[config.mk]
export PLATFORM = sky130hd
export DESIGN_NAME = random_fade_led_pwm_core
export DESIGN_NICKNAME = d
export VERILOG_FILES = /design/src/rtl/rfl_pkg.sv /design/src/rtl/rfl_mod_unit.sv /design/src/rtl/random_fade_led_pwm_core.sv
export SDC_FILE = /design/constraint.sdc
export NUM_CORES = 1
export LEC_CHECK = 0
export ABC_AREA = 1
export ABC_CLOCK_PERIOD_IN_PS = 19310
export BUFFER_PORTS_ARGS = -buffer_cell sky130_fd_sc_hd__clkbuf_2
export CELL_PAD_IN_SITES_DETAIL_PLACEMENT = 1
export CELL_PAD_IN_SITES_GLOBAL_PLACEMENT = 2
export CORE_MARGIN = 8
export CORE_UTILIZATION = 35
export DETAILED_ROUTE_END_ITERATION = 10
export GPL_TIMING_DRIVEN = 1
export MAX_ROUTING_LAYER = met4
export PLACE_DENSITY = 0.8
export SLEW_MARGIN = 20
export SYNTH_ARGS = -nofsm -noshare
export SYNTH_HDL_FRONTEND = slang
export SYNTH_HIERARCHICAL = 1
export SYNTH_SLANG_ARGS = --single-unit
export TNS_END_PERCENT = 10
[constraint.sdc]
create_clock -name clk -period 19.31 [get_ports clk]
set_clock_uncertainty 0.1 [all_clocks]
set_input_delay 0.9655 -clock clk [delete_from_list [all_inputs] [get_ports clk]]
set_output_delay 0.9655 -clock clk [all_outputs]
set_load 0.02 [all_outputs]
[src/rtl/rfl_pkg.sv]
// ----------------------------------------------------------------------------
// rfl_pkg
// shared constants for the random fade led pwm core
// ----------------------------------------------------------------------------
package rfl_pkg;

	localparam int CHANNELS = 8;
	localparam int IDX_W    = (CHANNELS > 1) ? $clog2(CHANNELS) : 1;
	localparam int LEVEL_W  = 8;
	localparam int MASK_W   = 8;
	localparam int CHAN_W   = 3;
	localparam int RAND_W   = 15;
	localparam int STEP_W   = $clog2(RAND_W);

	localparam logic [LEVEL_W-1:0] RESET_MAX_PAUSE      = LEVEL_W'(100);
	localparam logic [LEVEL_W-1:0] RESET_MAX_BRIGHTNESS = LEVEL_W'(250);

	// register indexes
	localparam logic REG_MAX_PAUSE      = 1'b0;
	localparam logic REG_MAX_BRIGHTNESS = 1'b1;

	localparam int PADDR_W = 3;
	localparam int PDATA_W = 32;

endpackage

[src/rtl/rfl_mod_unit.sv]
// ----------------------------------------------------------------------------
// rfl_mod_unit
// bit-serial restoring remainder of a random word by an 8-bit modulus
// ----------------------------------------------------------------------------
module rfl_mod_unit (
	input  logic                            clk,
	input  logic                            arst_n,
	input  logic                            start,
	input  logic [rfl_pkg::RAND_W-1:0]      dividend,
	input  logic [rfl_pkg::LEVEL_W-1:0]     divisor,
	output logic                            done,
	output logic [rfl_pkg::LEVEL_W-1:0]     remainder
);

	logic                          busy_q;
	logic                          done_q;
	logic [rfl_pkg::STEP_W-1:0]    cnt_q;
	logic [rfl_pkg::RAND_W-1:0]    word_q;
	logic [rfl_pkg::LEVEL_W-1:0]   div_q;
	logic [rfl_pkg::LEVEL_W-1:0]   rem_q;

	logic [rfl_pkg::LEVEL_W:0]     shifted;
	logic [rfl_pkg::LEVEL_W:0]     diff;
	logic [rfl_pkg::LEVEL_W-1:0]   rem_next;

	// one quotient bit per cycle
	always_comb begin
		shifted  = {rem_q, word_q[rfl_pkg::RAND_W-1]};
		diff     = shifted - {1'b0, div_q};
		rem_next = (shifted >= {1'b0, div_q}) ? diff[rfl_pkg::LEVEL_W-1:0]
		                                      : shifted[rfl_pkg::LEVEL_W-1:0];
	end

	always_ff @(posedge clk or negedge arst_n) begin
		if (!arst_n) begin
			busy_q <= 1'b0;
			done_q <= 1'b0;
			cnt_q  <= '0;
		end else begin
			done_q <= busy_q && (cnt_q == '0) && !start;
			if (start) begin
				busy_q <= 1'b1;
				cnt_q  <= rfl_pkg::STEP_W'(rfl_pkg::RAND_W - 1);
			end else if (busy_q) begin
				cnt_q <= cnt_q - 1'b1;
				if (cnt_q == '0) begin
					busy_q <= 1'b0;
				end
			end
		end
	end

	always_ff @(posedge clk) begin
		if (start) begin
			word_q <= dividend;
			div_q  <= divisor;
			rem_q  <= '0;
		end else if (busy_q) begin
			word_q <= word_q << 1;
			rem_q  <= rem_next;
		end
	end

	// zero modulus draws zero
	assign done      = done_q;
	assign remainder = (div_q == '0) ? '0 : rem_q;

endmodule

[src/rtl/random_fade_led_pwm_core.sv]
// ----------------------------------------------------------------------------
// random_fade_led_pwm_core
// multi-channel led fader with random pauses and targets plus a pwm mask
// ----------------------------------------------------------------------------
// usage:
//   request channel: req_valid/req_stall carry kind, channel, random_pause and
//   random_target. kind 0 steps the fade of one channel, kind 1 is a pwm tick.
//   result channel: res_valid/res_stall carry led_mask, level_now, in_pause,
//   exactly one result per request, in order.
//   apb port: max_pause at 0x0, max_brightness at 0x4, written while idle.
// timing:
//   a plain fade step passes through S_FADE and S_DONE into the output register;
//   a step that ends a fade cycle runs the serial modulo unit twice, in S_DRAW_P
//   and S_DRAW_T. a pwm tick sweeps the channels in S_PWM, one compare each. one
//   request is in flight at a time, req_stall is high while it is worked on.
// reset:
//   levels, targets, pauses and the pwm counter clear, max_pause = 100,
//   max_brightness = 250, no result pending.
// stall:
//   a held result waits in the output register; the finished next result
//   waits in the sequencer until the output register frees up.
// ----------------------------------------------------------------------------
module random_fade_led_pwm_core (
	input  logic                                clk,
	input  logic                                arst_n,
	// request channel
	input  logic                                req_valid,
	output logic                                req_stall,
	input  logic                                kind,
	input  logic [rfl_pkg::CHAN_W-1:0]          channel,
	input  logic [rfl_pkg::RAND_W-1:0]          random_pause,
	input  logic [rfl_pkg::RAND_W-1:0]          random_target,
	// result channel
	output logic                                res_valid,
	input  logic                                res_stall,
	output logic [rfl_pkg::MASK_W-1:0]          led_mask,
	output logic [rfl_pkg::LEVEL_W-1:0]         level_now,
	output logic                                in_pause,
	// configuration port
	input  logic                                psel,
	input  logic                                penable,
	input  logic                                pwrite,
	input  logic [rfl_pkg::PADDR_W-1:0]         paddr,
	input  logic [rfl_pkg::PDATA_W-1:0]         pwdata,
	output logic [rfl_pkg::PDATA_W-1:0]         prdata,
	output logic                                pready
);

	// sequencer states
	localparam logic [2:0] S_IDLE   = 3'd0;
	localparam logic [2:0] S_FADE   = 3'd1;
	localparam logic [2:0] S_DRAW_P = 3'd2;
	localparam logic [2:0] S_DRAW_T = 3'd3;
	localparam logic [2:0] S_PWM    = 3'd4;
	localparam logic [2:0] S_DONE   = 3'd5;

	localparam int LW = rfl_pkg::LEVEL_W;

	logic [2:0]                   state_q;

	// configuration registers
	logic [LW-1:0]                max_pause_q;
	logic [LW-1:0]                max_bright_q;
	logic                         cfg_wr;

	// per-channel state
	logic [LW-1:0]                cur_q   [rfl_pkg::CHANNELS];
	logic [LW-1:0]                tgt_q   [rfl_pkg::CHANNELS];
	logic [LW-1:0]                pause_q [rfl_pkg::CHANNELS];
	logic [LW-1:0]                pwm_cnt_q;

	// captured request
	logic [rfl_pkg::IDX_W-1:0]    idx_q;
	logic [rfl_pkg::RAND_W-1:0]   rp_q;
	logic [rfl_pkg::RAND_W-1:0]   rt_q;

	// finished result waiting for the output register
	logic [rfl_pkg::MASK_W-1:0]   mask_q;
	logic [LW-1:0]                lvl_q;
	logic                         paused_q;

	// output register
	logic                         res_valid_q;
	logic [rfl_pkg::MASK_W-1:0]   led_mask_q;
	logic [LW-1:0]                level_now_q;
	logic                         in_pause_q;

	logic                         req_acc;
	logic                         out_free;
	logic                         chan_ok;

	// fade arithmetic on the addressed channel
	logic [LW-1:0]                p_rd;
	logic [LW-1:0]                c_rd;
	logic [LW-1:0]                t_rd;
	logic [LW-1:0]                c_up;
	logic [LW-1:0]                t_new;
	logic [LW-1:0]                c_new;
	logic                         need_draw;

	// shared modulo unit
	logic                         mod_start;
	logic [rfl_pkg::RAND_W-1:0]   mod_word;
	logic [LW-1:0]                mod_div;
	logic                         mod_done;
	logic [LW-1:0]                mod_rem;

	logic                         pwm_hit;
	logic                         pwm_last;

	assign req_stall = (state_q != S_IDLE);
	assign req_acc   = req_valid && !req_stall;
	assign out_free  = !res_valid_q || !res_stall;
	assign chan_ok   = (32'(channel) < rfl_pkg::CHANNELS);

	// ---------------- configuration port ----------------
	assign pready = 1'b1;
	assign cfg_wr = psel && penable && pwrite;

	always_comb begin
		unique case (paddr[2])
			rfl_pkg::REG_MAX_PAUSE:      prdata = rfl_pkg::PDATA_W'(max_pause_q);
			rfl_pkg::REG_MAX_BRIGHTNESS: prdata = rfl_pkg::PDATA_W'(max_bright_q);
			default:                     prdata = '0;
		endcase
	end

	always_ff @(posedge clk or negedge arst_n) begin
		if (!arst_n) begin
			max_pause_q  <= rfl_pkg::RESET_MAX_PAUSE;
			max_bright_q <= rfl_pkg::RESET_MAX_BRIGHTNESS;
		end else if (cfg_wr) begin
			unique case (paddr[2])
				rfl_pkg::REG_MAX_PAUSE:      max_pause_q  <= pwdata[LW-1:0];
				rfl_pkg::REG_MAX_BRIGHTNESS: max_bright_q <= pwdata[LW-1:0];
				default: ;
			endcase
		end
	end

	// ---------------- fade step ----------------
	always_comb begin
		p_rd  = pause_q[idx_q];
		c_rd  = cur_q[idx_q];
		t_rd  = tgt_q[idx_q];
		// climb toward the target
		c_up  = (c_rd < t_rd) ? c_rd + 1'b1 : c_rd;
		// target reached: head back down in the same step
		t_new = (c_up == t_rd) ? '0 : t_rd;
		c_new = (c_up > t_new) ? c_up - 1'b1 : c_up;
		need_draw = (c_new == '0) && (t_new == '0);
	end

	// ---------------- pwm sweep: one compare per cycle ----------------
	assign pwm_hit  = (pwm_cnt_q < cur_q[idx_q]);
	assign pwm_last = (idx_q == rfl_pkg::IDX_W'(rfl_pkg::CHANNELS - 1));

	// ---------------- modulo unit control ----------------
	always_comb begin
		mod_start = 1'b0;
		mod_word  = rp_q;
		mod_div   = max_pause_q;
		if (state_q == S_FADE && p_rd == '0 && need_draw) begin
			mod_start = 1'b1;
		end else if (state_q == S_DRAW_P && mod_done) begin
			// pause drawn, now the target
			mod_start = 1'b1;
			mod_word  = rt_q;
			mod_div   = max_bright_q;
		end
	end

	rfl_mod_unit u_mod (
		.clk       (clk),
		.arst_n    (arst_n),
		.start     (mod_start),
		.dividend  (mod_word),
		.divisor   (mod_div),
		.done      (mod_done),
		.remainder (mod_rem)
	);

	// ---------------- sequencer and channel state ----------------
	always_ff @(posedge clk or negedge arst_n) begin
		if (!arst_n) begin
			state_q   <= S_IDLE;
			pwm_cnt_q <= '0;
			for (int i = 0; i < rfl_pkg::CHANNELS; i++) begin
				cur_q[i]   <= '0;
				tgt_q[i]   <= '0;
				pause_q[i] <= '0;
			end
		end else begin
			unique case (state_q)
				S_IDLE: begin
					if (req_acc) begin
						if (kind) begin
							state_q <= S_PWM;
						end else if (chan_ok) begin
							state_q <= S_FADE;
						end else begin
							// channel outside the array: zero result
							state_q <= S_DONE;
						end
					end
				end
				S_FADE: begin
					if (p_rd != '0) begin
						pause_q[idx_q] <= p_rd - 1'b1;
						state_q        <= S_DONE;
					end else begin
						cur_q[idx_q] <= c_new;
						tgt_q[idx_q] <= t_new;
						state_q      <= need_draw ? S_DRAW_P : S_DONE;
					end
				end
				S_DRAW_P: begin
					if (mod_done) begin
						pause_q[idx_q] <= mod_rem;
						state_q        <= S_DRAW_T;
					end
				end
				S_DRAW_T: begin
					if (mod_done) begin
						tgt_q[idx_q] <= mod_rem;
						state_q      <= S_DONE;
					end
				end
				S_PWM: begin
					if (pwm_last) begin
						pwm_cnt_q <= pwm_cnt_q + 1'b1;
						state_q   <= S_DONE;
					end
				end
				S_DONE: begin
					if (out_free) begin
						state_q <= S_IDLE;
					end
				end
				default: state_q <= S_IDLE;
			endcase
		end
	end

	// request capture and result assembly
	always_ff @(posedge clk) begin
		if (req_acc) begin
			idx_q    <= kind ? '0 : rfl_pkg::IDX_W'(channel);
			rp_q     <= random_pause;
			rt_q     <= random_target;
			mask_q   <= '0;
			lvl_q    <= '0;
			paused_q <= 1'b0;
		end else begin
			case (state_q)
				S_FADE: begin
					if (p_rd != '0) begin
						lvl_q    <= c_rd;
						paused_q <= (p_rd != LW'(1));
					end else begin
						lvl_q    <= c_new;
						paused_q <= 1'b0;
					end
				end
				S_DRAW_P: begin
					if (mod_done) begin
						paused_q <= (mod_rem != '0);
					end
				end
				S_PWM: begin
					// channels past the mask width have no bit
					if (32'(idx_q) < rfl_pkg::MASK_W) begin
						mask_q[3'(idx_q)] <= pwm_hit;
					end
					if (!pwm_last) begin
						idx_q <= idx_q + 1'b1;
					end
				end
				default: ;
			endcase
		end
	end

	// ---------------- output register ----------------
	always_ff @(posedge clk or negedge arst_n) begin
		if (!arst_n) begin
			res_valid_q <= 1'b0;
		end else if (state_q == S_DONE && out_free) begin
			res_valid_q <= 1'b1;
		end else if (!res_stall) begin
			res_valid_q <= 1'b0;
		end
	end

	always_ff @(posedge clk) begin
		if (state_q == S_DONE && out_free) begin
			led_mask_q  <= mask_q;
			level_now_q <= lvl_q;
			in_pause_q  <= paused_q;
		end
	end

	assign res_valid = res_valid_q;
	assign led_mask  = led_mask_q;
	assign level_now = level_now_q;
	assign in_pause  = in_pause_q;

endmodule

# Yosys cells after proc, flatten, opt, wreduce, memory -nomap -nowiden
# Cells that the tools add are included.
[totals] ff_bits=324 inputBits=76 out_inout_bits=52 wordCells=181
[op_classes] n_addsub=7 n_lt_le_gt_ge=8 n_eq_ne=17 muxes=63 bitwise_logic=3 reduce_logical=39
[ops] op="64-bit bitwise mux" count=5
[ops] op="64-bit 2-to-1 mux" count=4
[ops] op="64-bit case mux with 2 select lines" count=2
[ops] op="8-bit 2-to-1 mux" count=15
[ops] op="8-bit binary-select mux with 3-bit select" count=3
[ops] op="32-bit case mux with 2 select lines" count=1
[ops] op="15-bit 2-to-1 mux" count=4
[ops] op="3-bit 2-to-1 mux" count=12
[ops] op="8-bit zero test" count=4
[ops] op="8-bit demux with 3-bit select" count=1
[ops] op="3-bit case mux with 6 select lines" count=1
[ops] op="8-bit by 1-bit adder with 8-bit output (second input constant)" count=2
[ops] op="8-bit < comparator" count=2
[ops] op="8-bit nonzero test" count=2
[ops] op="8-bit by 1-bit subtractor with 8-bit output (second input constant)" count=2
[ops] op="1-bit logical AND" count=12
[ops] op="2-bit AND reduction" count=6
[ops] op="1-bit 2-to-1 mux" count=10
[ops] op="2-bit inequality test (second input constant)" count=5
[ops] op="3-bit == test (second input constant)" count=3
[ops] op="9-bit by 8-bit greater-or-equal comparator with 1-bit output" count=1
[ops] op="8-bit bitwise mux" count=1
[ops] op="8-bit == test" count=1
[ops] op="8-bit > comparator" count=1
[ops] op="24 further kinds" count=37

# Longest topological paths before layout
# Gate-level depths: netlist of run 1.
[logic_depth] word_depth=16 mapped_depth=47 mapped_depth_nobuf=44

# By module
# Netlist of run 1, hierarchy kept.
[modules_own_cells] mod="random_fade_led_pwm_core" n_inst=1 cells_per_inst=1811 area_each_um2=14925.6 seq_area_each_um2=7358.3
[modules_own_cells] mod="rfl_mod_unit" n_inst=1 cells_per_inst=247 area_each_um2=2038.2 seq_area_each_um2=1001.0

# Worst setup path after synthesis of run 1
# No wires, ideal clock.
[synth_timing] path_type="register to register" from="reg idx_q[2] in the netlist's numbering" to="reg u_mod/word_q[0] in the netlist's numbering, enable pin" setup_ns=0.361 arrival_ns=6.127 required_ns=18.849 path_slack_ns=12.721 stages_incl_launch_ff=44 path_buffers=5 period_less_slack_ns=6.589 cell_sequence="edfxtp_1 -> buf_4 -> nor2_4 -> nand2_2 -> buf_4 -> clkbuf_1 -> o22ai_1 -> inv_1 -> nand4_1 -> inv_1 -> ha_1 -> nand2_1 -> nor2_1 -> a211oi_1 -> nand3_1 -> nand2_2 -> inv_1 -> nand2_1 -> (+8 left out) -> o21ai_0 -> nand2_1 -> o211ai_1 -> nand2_1 -> inv_1 -> nand2_2 -> nor2_1 -> nand2_1 -> nand2_1 -> nand2_2 -> nor2_1 -> nand2_1 -> nor2_2 -> nand4_1 -> nand2_1 -> buf_4 -> nor2_2 -> inv_1"
[synth_via] elab_chain_len=15 word_cells_on_any_way=26 classes_between="add/sub (2); order compare (2); eq/ne (1); mux (13); bitwise (1); reduce/logical (7)"
[synth_lines] element="from (decl)" line="random_fade_led_pwm_core.sv:73" text="logic [rfl_pkg::IDX_W-1:0] idx_q;"
[synth_lines] element="from (signal assigned)" line="random_fade_led_pwm_core.sv:248" text="idx_q <= kind ? '0 : rfl_pkg::IDX_W'(channel);"
[synth_lines] element="from (signal assigned)" line="random_fade_led_pwm_core.sv:276" text="idx_q <= idx_q + 1'b1;"
[synth_lines] element="3-bit inverter with 4-bit output (not written as such) *" line="random_fade_led_pwm_core.sv:143, random_fade_led_pwm_core.sv:144, random_fade_led_pwm_core.sv:145"
[synth_lines] element="8-bit binary-select mux with 3-bit select (on tied branches)" line="random_fade_led_pwm_core.sv:144, random_fade_led_pwm_core.sv:145"
[synth_lines] element="8-bit 2-to-1 mux (on tied branches) (2 in series)" line="random_fade_led_pwm_core.sv:144, random_fade_led_pwm_core.sv:145"
[synth_lines] element="8-bit by 1-bit adder with 8-bit output / 8-bit < comparator (equally long branches)" line="random_fade_led_pwm_core.sv:147" text="c_up = (c_rd < t_rd) ? c_rd + 1'b1 : c_rd;"
[synth_lines] element="8-bit 2-to-1 mux" line="random_fade_led_pwm_core.sv:147"
[synth_lines] element="8-bit == test" line="random_fade_led_pwm_core.sv:149" text="t_new = (c_up == t_rd) ? '0 : t_rd;"
[synth_lines] element="8-bit 2-to-1 mux" line="random_fade_led_pwm_core.sv:149"
[synth_lines] element="8-bit > comparator" line="random_fade_led_pwm_core.sv:150" text="c_new = (c_up > t_new) ? c_up - 1'b1 : c_up;"
[synth_lines] element="8-bit 2-to-1 mux" line="random_fade_led_pwm_core.sv:150"
[synth_lines] element="8-bit zero test" line="random_fade_led_pwm_core.sv:151" text="need_draw = (c_new == '0) && (t_new == '0);"
[synth_lines] element="1-bit logical AND" line="random_fade_led_pwm_core.sv:151"
[synth_lines] element="1-bit logical AND *" line="random_fade_led_pwm_core.sv:163" text="if (state_q == S_FADE && p_rd == '0 && need_draw) begin"
[synth_lines] element="1-bit 2-to-1 mux *" line="random_fade_led_pwm_core.sv:163"
[synth_lines] element="named net mod_start" line="random_fade_led_pwm_core.sv:102" text="logic mod_start;"
[synth_lines] element="2-bit nonzero test (no source line) *"
[synth_lines] element="to (signal assigned)" line="rfl_mod_unit.sv:55" text="word_q <= dividend;"
[synth_lines] element="to (signal assigned)" line="rfl_mod_unit.sv:59" text="word_q <= word_q << 1;"
[synth_lines] element="to (decl)" line="rfl_mod_unit.sv:18" text="logic [rfl_pkg::RAND_W-1:0] word_q;"
# The timed path passes the listed nets; every way through them passes the cells marked *. The select of a mux whose other input is x is not followed.
# A chain may end at the register's enable or synchronous reset.

# Worst setup path after layout of run 1
[layout_timing] from="reg idx_q[2] in the netlist's numbering" to="reg u_mod/cnt_q[0] in the netlist's numbering"
[layout_via] elab_chain_len=15 word_cells_on_any_way=27 classes_between="add/sub (2); order compare (2); eq/ne (1); mux (14); bitwise (1); reduce/logical (7)"
[layout_lines] element="3-bit inverter with 4-bit output (not written as such) *" line="random_fade_led_pwm_core.sv:143, random_fade_led_pwm_core.sv:144, random_fade_led_pwm_core.sv:145"
[layout_lines] element="8-bit binary-select mux with 3-bit select (on tied branches)" line="random_fade_led_pwm_core.sv:144, random_fade_led_pwm_core.sv:145"
[layout_lines] element="8-bit 2-to-1 mux (on tied branches) (2 in series)" line="random_fade_led_pwm_core.sv:144, random_fade_led_pwm_core.sv:145"
[layout_lines] element="8-bit by 1-bit adder with 8-bit output / 8-bit < comparator (equally long branches)" line="random_fade_led_pwm_core.sv:147"
[layout_lines] element="8-bit 2-to-1 mux" line="random_fade_led_pwm_core.sv:147"
[layout_lines] element="8-bit == test" line="random_fade_led_pwm_core.sv:149"
[layout_lines] element="8-bit 2-to-1 mux" line="random_fade_led_pwm_core.sv:149"
[layout_lines] element="8-bit > comparator" line="random_fade_led_pwm_core.sv:150"
[layout_lines] element="8-bit 2-to-1 mux" line="random_fade_led_pwm_core.sv:150"
[layout_lines] element="8-bit zero test" line="random_fade_led_pwm_core.sv:151"
[layout_lines] element="1-bit logical AND" line="random_fade_led_pwm_core.sv:151"
[layout_lines] element="1-bit logical AND *" line="random_fade_led_pwm_core.sv:163"
[layout_lines] element="1-bit 2-to-1 mux *" line="random_fade_led_pwm_core.sv:163"
[layout_lines] element="named net mod_start" line="random_fade_led_pwm_core.sv:102"
[layout_lines] element="4-bit 2-to-1 mux / 2-bit nonzero test (equally long branches)"
[layout_lines] element="to (signal assigned)" line="rfl_mod_unit.sv:43" text="cnt_q <= rfl_pkg::STEP_W'(rfl_pkg::RAND_W - 1);"
[layout_lines] element="to (signal assigned)" line="rfl_mod_unit.sv:45" text="cnt_q <= cnt_q - 1'b1;"
[layout_lines] element="to (decl)" line="rfl_mod_unit.sv:17" text="logic [rfl_pkg::STEP_W-1:0] cnt_q;"
# Marks and branches as above.

==> qor.csv, run 1 <==
stage;metric;value;unit
status;status;completed;
power_and_ir_drop;Gate power share;2.7;%
floorplan;I/O pins;128;
synth;Compound-Gate Fraction of Synth Area;14.61;%
finish;design area;19200;um^2
finish;Area Overhead vs Synth;13.17;%
grt;largest net degree at the start of global routing;100;
placed_design;port bufs;76;
synth;Synth area leader;dfrtp_1;
worst_setup_path;R2R Setup Slk;10.06;ns
power_and_ir_drop;switch share;22.40;%
worst_hold_path;hold_sp;lvl_q[6]$_SDFFE_PP0P_;
worst_hold_path;Hold Crit Class;register to register;
drt;DR iter-0 viols;785;
synth;Post-synth EDFFs;73;
worst_setup_path;WP data arrival;9.64;ns
floorplan;initial core utilization;35.53;%
finish;share of layout cells above drive strength 1;11.32;%
synth;Seq cells post-synth;324;
synth;sequential fraction of the synthesis area;49.28;%
synth;Synth top area share;32.01;%
grt;GRT overflow;0;
sta;Tmin final;9.252;ns
floorplan;row count;80;
clock_network;CTS HTree Levels;2;
drt;Remaining DRCs;0;
clock_network;clk buf depth;3;
sta;RSZ-0062 raised after global routing;no;
floorplan;Chip Height;236.2;um
clock_network;CTS Buf Count;40;
synth;multiplexer area fraction after synthesis;0.2655;%
clock_network;CTS Sinks;324;
finish;Finished Layout Cells;2780;
worst_setup_path;Worst Path Required;19.69;ns
sta;Slew headroom;29.46;%
clock_network;cts hold-fix bufs;0;
worst_setup_path;max incr delay on CP;0.75;ns
placed_design;dpl hpwl;37530;um
worst_setup_path;Buf+Inv Stages, Crit Path;8;
sta;Slew @ Worst Pin;1.058;ns
clock_network;CTS clock-pin slew for the worst setup and hold paths;0.05;ns
drt;Via density;5.191;
synth;Top FF cell, synth;dfrtp_1;
synth;Yosys warning count;6;
worst_setup_path;Crit path max-delay family;simple AND/OR/NAND/NOR gates;
synth;Synth Area in XOR/XNOR;0.9810;%
synth;Synth async-reset ratio;69.75;%
worst_setup_path;worst-path maximum fanout;28;
synth;Synth Cell Area;16960;um^2
power_and_ir_drop;peak supply drop;0.08950;mV
synth;Synth Area in Simple Gates;23.12;%
worst_setup_path;r2r worst-path depth;42;
synth;Synth area leaders;dfrtp_1 32%, nand2_1 14%, edfxtp_1 13%;
finish;Nets;2248;
finish;number of inserted diodes;0;
floorplan;Core Area;47750;um^2
synth;Avg Cell Area, Syn;8.243;um^2
placed_design;gpl congestion;0.8376;
worst_setup_path;Crit Reg-Reg Endpoint;u_mod/cnt_q[0]$_DFFE_PN0P_;
grt;Tot GR Track Use;19.68;%
drt;DR vias;14430;
sta;final hold violation count;0;
sta;Slew Limit Fails;0;
placed_design;dpl cell area;17820;um^2
power_and_ir_drop;pwr/cell area;78.91;nW/um^2
synth;Adder-Cell Fraction of Synth Area;2.921;%
worst_hold_path;WHS Endpoint;level_now[6]$_DFFE_PP_;
sta;final worst path period share;47.91;%
worst_hold_path;Hold Path Cell Cnt;0;
power_and_ir_drop;Lkg Pwr;0.008999;uW
drt;DRT Wirelength;53440;um
worst_setup_path;crit path capture type;register;
synth;Synth cell types;62;
drt;Pre-antenna DRT Iters;5;
drt;routed len/inst;19.22;um
worst_setup_path;CP max-delay cell;a21boi_0;
grt;initial antenna violation count;0;
power_and_ir_drop;P_sw;339.3;uW
power_and_ir_drop;Internal Power;1176;uW
clock_network;CTS tree;done;
clock_network;clock root buffer;clkbuf_16;
worst_setup_path;RR Startpoint;idx_q[2]$_DFFE_PP_;
clock_network;worst skew pair latency;0.58;ns
drt;Antenna Nets Post-Route;0;
placed_design;dpl cells;2705;
sta;achievable frequency;108.1;MHz
sta;WHS;0.3400;ns
clock_network;Setup Buffers After CTS;0;
sta;setup tns final;0;ns
grt;first-pass GRT wire length;85690;um
power_and_ir_drop;Clk pwr share;50.2;%
synth;Syn Inst Count;2058;
worst_setup_path;critical path class;register to register;
floorplan;Die Span X;236.2;um
worst_setup_path;Startpoint Class;register;
grt;number of global-route vias before repair;15180;
synth;largest family of logic cells by synthesized area;simple AND/OR/NAND/NOR gates;
power_and_ir_drop;sequential share of power;47.1;%
sta;Setup violations, final;0;
clock_network;Post-CTS Resized;0;
job;max_cap viols;0;
worst_setup_path;Crit path top cell by count;nand2_1;
floorplan;Die Area;55770;um^2
==> registers in the layout, indices dropped and copies added, names as in the netlist, 15 cells and up <==
register,cells
cur_q,64
rp_q,15
u_mod/word_q,15
pause_q,64
rt_q,15
tgt_q,64
==> synthesized netlist by cell type (all sizes together) (2+ instances only) <==
master / n
nand4: 13
xor2: 11
a32o: 2
a22oi: 52
clkinv: 11
mux2: 4
clkbuf: 27
o211ai: 7
nor2: 177
nor4: 6
a21oi: 57
o41ai: 2
o21a: 19
nand3: 81
nand2: 641
inv: 256
edfxtp: 73
a31oi: 5
a221oi: 24
nor3: 5
dfrtp: 217
o21ai: 152
a21o: 2
a211oi: 3
dfstp: 9
dfxtp: 25
buf: 49
o22ai: 58
ha: 38
conb: 2
a21boi: 2
xnor2: 8
a2bb2oi: 12
==> how the worst max path moves through the flow <==
stage                                          endpoint          startpoint  cells past startpoint
after floorplan           u_mod/word_q[0]$_SDFFCE_PN0P_  idx_q[2]$_DFFE_PP_                     43
final                        u_mod/cnt_q[0]$_DFFE_PN0P_  idx_q[2]$_DFFE_PP_                     42
after global routing         u_mod/cnt_q[0]$_DFFE_PN0P_  idx_q[2]$_DFFE_PP_                     42
after global placement       u_mod/word_q[10]$_DFFE_PP_  idx_q[2]$_DFFE_PP_                     41
after CTS                    u_mod/cnt_q[0]$_DFFE_PN0P_  idx_q[2]$_DFFE_PP_                     42
after detailed placement     u_mod/cnt_q[0]$_DFFE_PN0P_  idx_q[2]$_DFFE_PP_                     42
==> logic make-up (layout without fill, tap and decap cells) <==
| group | after synthesis | after routing |
|---|---|---|
| compound gates | 400 | 400 |
| xor+xnor | 19 | 19 |
| fa+ha+maj | 39 | 39 |
| buf+inv | 343 | 427 |
| flops | 324 | 324 |
| mux | 4 | 4 |
| other cells | 2 | 25 |
| simple gates | 927 | 927 |
==> cell usage in the layout, fill, tap and decap left out, drive strengths merged, types with 13 or more instances in the layout <==
| cell | n |
|---|---|
| edfxtp | 73 |
| clkinv | 18 |
| inv | 256 |
| a22oi | 52 |
| conb | 25 |
| a21oi | 57 |
| dfrtp | 217 |
| clkbuf | 140 |
| o21a | 19 |
| o22ai | 58 |
| nand3 | 81 |
| nand4 | 13 |
| nand2 | 641 |
| nor2 | 177 |
| dfxtp | 25 |
| ha | 38 |
| a221oi | 24 |
| o21ai | 152 |
==> area by class of cell <==
cell class	count	area, um^2
inverters	267	1017
clock inverters	9	156.4
well taps	615	769.5
clock buffers	65	1196
repair buffers	86	478.0
multi-input cells	1414	7222
fillers	5683	28550
flip-flops and latches	324	8359
==> through the flow <==
step	util (%)	power, uW	setup WS, ns
2_1_floorplan	-	749.0	12.72
3_3_place_gp	37.32	766.9	9.821
3_5_place_dp	37.32	768.7	9.637
4_1_cts	40.16	1538	9.606
5_1_grt	40.21	1569	9.410
6_report	40.21	1515	10.06
==> power by group through the flow <==
stage / clock, uW / sequential (uW) / combinational [uW]
floorplan: 0 / 726 / 23.4
global placement: 0 / 727 / 40.4
detailed placement: 0 / 727 / 41.8
CTS: 782 / 714 / 42.0
global route: 808 / 715 / 46.0
finish: 760 / 714 / 40.7
==> metal layers <==
layer | vias up | track usage (%) | wire length (um)
met5 | - | - | 0
met4 | 0 | 5.055 | 1278
met3 | 96 | 3.288 | 2521
met2 | 302 | 30.97 | 24440
met1 | 7143 | 26.28 | 25200
li1 | 6891 | - | -
Note: power is estimated with default switching activity, not from simulation.
==> run 2: changes to the inputs <==
ABC_CLOCK_PERIOD_IN_PS = 8300   (was 19310)
CORE_UTILIZATION = 33   (was 35)
PLACE_DENSITY = 0.79   (was 0.8)
clock period = 8.3 ns   (was 19.31 ns; I/O delays follow)
==> run 2 against run 1 <==
  * Critical path depth unchanged
  * Power up 130%
  * Utilization down 1.5 points
  * Critical path type unchanged
  * Sequential power up 130%
  * Clock-buffer cell count down 16
  * First-iteration DRC count up 10%
==> qor.csv, run 2 (synthesis gave the netlist of run 1 again) <==
stage;metric;value;unit
status;status;completed;
drt;Remaining DRCs;0;
worst_setup_path;r2r worst-path depth;42;
clock_network;CTS tree;done;
floorplan;row count;83;
clock_network;cts hold-fix bufs;38;
floorplan;Die Span X;242.7;um
drt;Pre-antenna DRT Iters;5;
sta;final worst path period share;92.42;%
clock_network;worst skew pair latency;0.55;ns
worst_setup_path;max incr delay on CP;0.56;ns
finish;commonest cells after routing, fill and taps aside;617 x nand2_1, 230 x inv_1, 217 x dfrtp_1, 151 x nor2_1, 148 x o21ai_0;
clock_network;CTS HTree Levels;2;
finish;number of inserted diodes;0;
worst_setup_path;WP depth;42;
floorplan;Core Area;51090;um^2
finish;Finished Layout Cells;2907;
grt;GRT overflow;0;
sta;Setup violations, final;0;
worst_setup_path;WP data arrival;7.88;ns
sta;Slew headroom;30.45;%
drt;DR iter-0 viols;864;
sta;WHS;0.03296;ns
worst_setup_path;Startpoint Class;register;
worst_setup_path;Worst Path Required;8.51;ns
floorplan;initial core utilization;33.20;%
placed_design;gpl congestion;0.9009;
worst_setup_path;Crit path max-delay family;simple AND/OR/NAND/NOR gates;
drt;DRT Wirelength;54780;um
worst_hold_path;Hold Path Cell Cnt;3;
clock_network;clock root buffer;clkbuf_16;
sta;Tmin final;7.671;ns
worst_setup_path;worst-path maximum fanout;17;
power_and_ir_drop;pwr/cell area;176.5;nW/um^2
clock_network;CTS Buf Count;39;
drt;Via density;5.064;
grt;largest net degree at the start of global routing;116;
job;max_cap viols;0;
drt;routed len/inst;18.85;um
worst_setup_path;CP max-delay cell;nor2_4;
clock_network;clk buf depth;3;
placed_design;dpl hpwl;39020;um
clock_network;CTS Sinks;324;
placed_design;dpl cell area;18120;um^2
sta;RSZ-0062 raised after global routing;no;
worst_setup_path;critical path class;register to register;
clock_network;Post-CTS Resized;0;
finish;Nets;2312;
clock_network;Setup Buffers After CTS;0;
finish;Area Overhead vs Synth;16.56;%
finish;Multi-input gate area;7217;um^2
worst_setup_path;crit path capture type;register;
placed_design;port bufs;76;
finish;Final Core Density;38.70;%
placed_design;dpl cells;2798;
finish;FF/Latch Area;8359;um^2
floorplan;Die Area;58920;um^2
sta;setup tns final;0;ns
grt;number of global-route vias before repair;15720;
finish;design area;19770;um^2
clock_network;CTS clock-pin slew for the worst setup and hold paths;0.06;ns
grt;Tot GR Track Use;19.04;%
sta;achievable frequency;130.4;MHz
sta;final hold violation count;0;
worst_hold_path;Hold Crit Class;input pin to register;
sta;Slew Limit Fails;0;
sta;Slew @ Worst Pin;1.043;ns
finish;share of layout cells above drive strength 1;12.21;%
finish;Fill cells;6136;
drt;DR vias;14720;
floorplan;I/O pins;128;
power_and_ir_drop;Lkg Pwr;0.009268;uW
floorplan;Chip Height;242.7;um
worst_setup_path;Crit path top cell by count;nand2_1;
drt;Antenna Nets Post-Route;0;
grt;initial antenna violation count;0;
finish;most common cell after layout, fill and taps aside;nand2_1;
worst_setup_path;Buf+Inv Stages, Crit Path;8;
power_and_ir_drop;peak supply drop;0.1782;mV
grt;first-pass GRT wire length;88510;um
finish;Top Registers;cur_q x64, pause_q x64, tgt_q x64;
[run 2: final timing paths]
path	start	to	slack (ns)
setup reg to reg	idx_q[2]$_DFFE_PP_	u_mod/word_q[8]$_DFFE_PP_	0.63
min in group asynchronous	arst_n	pause_q[54]$_DFFE_PN0P_	0.44
hold / removal	pwdata[0]	max_bright_q[0]$_DFFE_PN0P_	0.03
max in group asynchronous	arst_n	cur_q[18]$_DFFE_PN0P_	5.64
setup / recovery	idx_q[2]$_DFFE_PP_	u_mod/word_q[8]$_DFFE_PP_	0.63
hold reg to reg	lvl_q[1]$_SDFFE_PP0P_	level_now[1]$_DFFE_PP_	0.33
[run 2: layout make-up]
class | count | share of cell area, %
clock buffer | 49 | 5.328
clock inverter | 22 | 1.082
inverter | 267 | 5.145
multi-input combinational | 1414 | 36.50
sequential | 324 | 42.28
tap | 680 | 4.303
timing repair buffer | 151 | 5.366
[run 2: tightest hold or removal path, delay by kind of cell]
family / cells / cell delay, ns
buf+inv: 2 / 0.15
compound gates: 1 / 0.08
[run 2: layer usage]
layer / vias to the layer above / wire length, um / track usage, %
li1: 7010 / - / -
met1: 7338 / 25500 / 25.31
met2: 291 / 25590 / 30.43
met3: 83 / 2367 / 2.614
met4: 0 / 1325 / 4.989
met5: - / 0 / -
[run 2: power breakdown]
part           switching (uW)  internal, uW
clock network             695          1020
registers                10.7          1650
logic                    71.9          37.8
total                     778          2710
[run 2: stage by stage]
step	total power, uW	worst slack [ns]
finish	3490	0.6295
CTS	3537	0.7143
detailed placement	1788	0.7340
global placement	1784	0.8755
floorplan	1743	1.711
global route	3613	0.03339
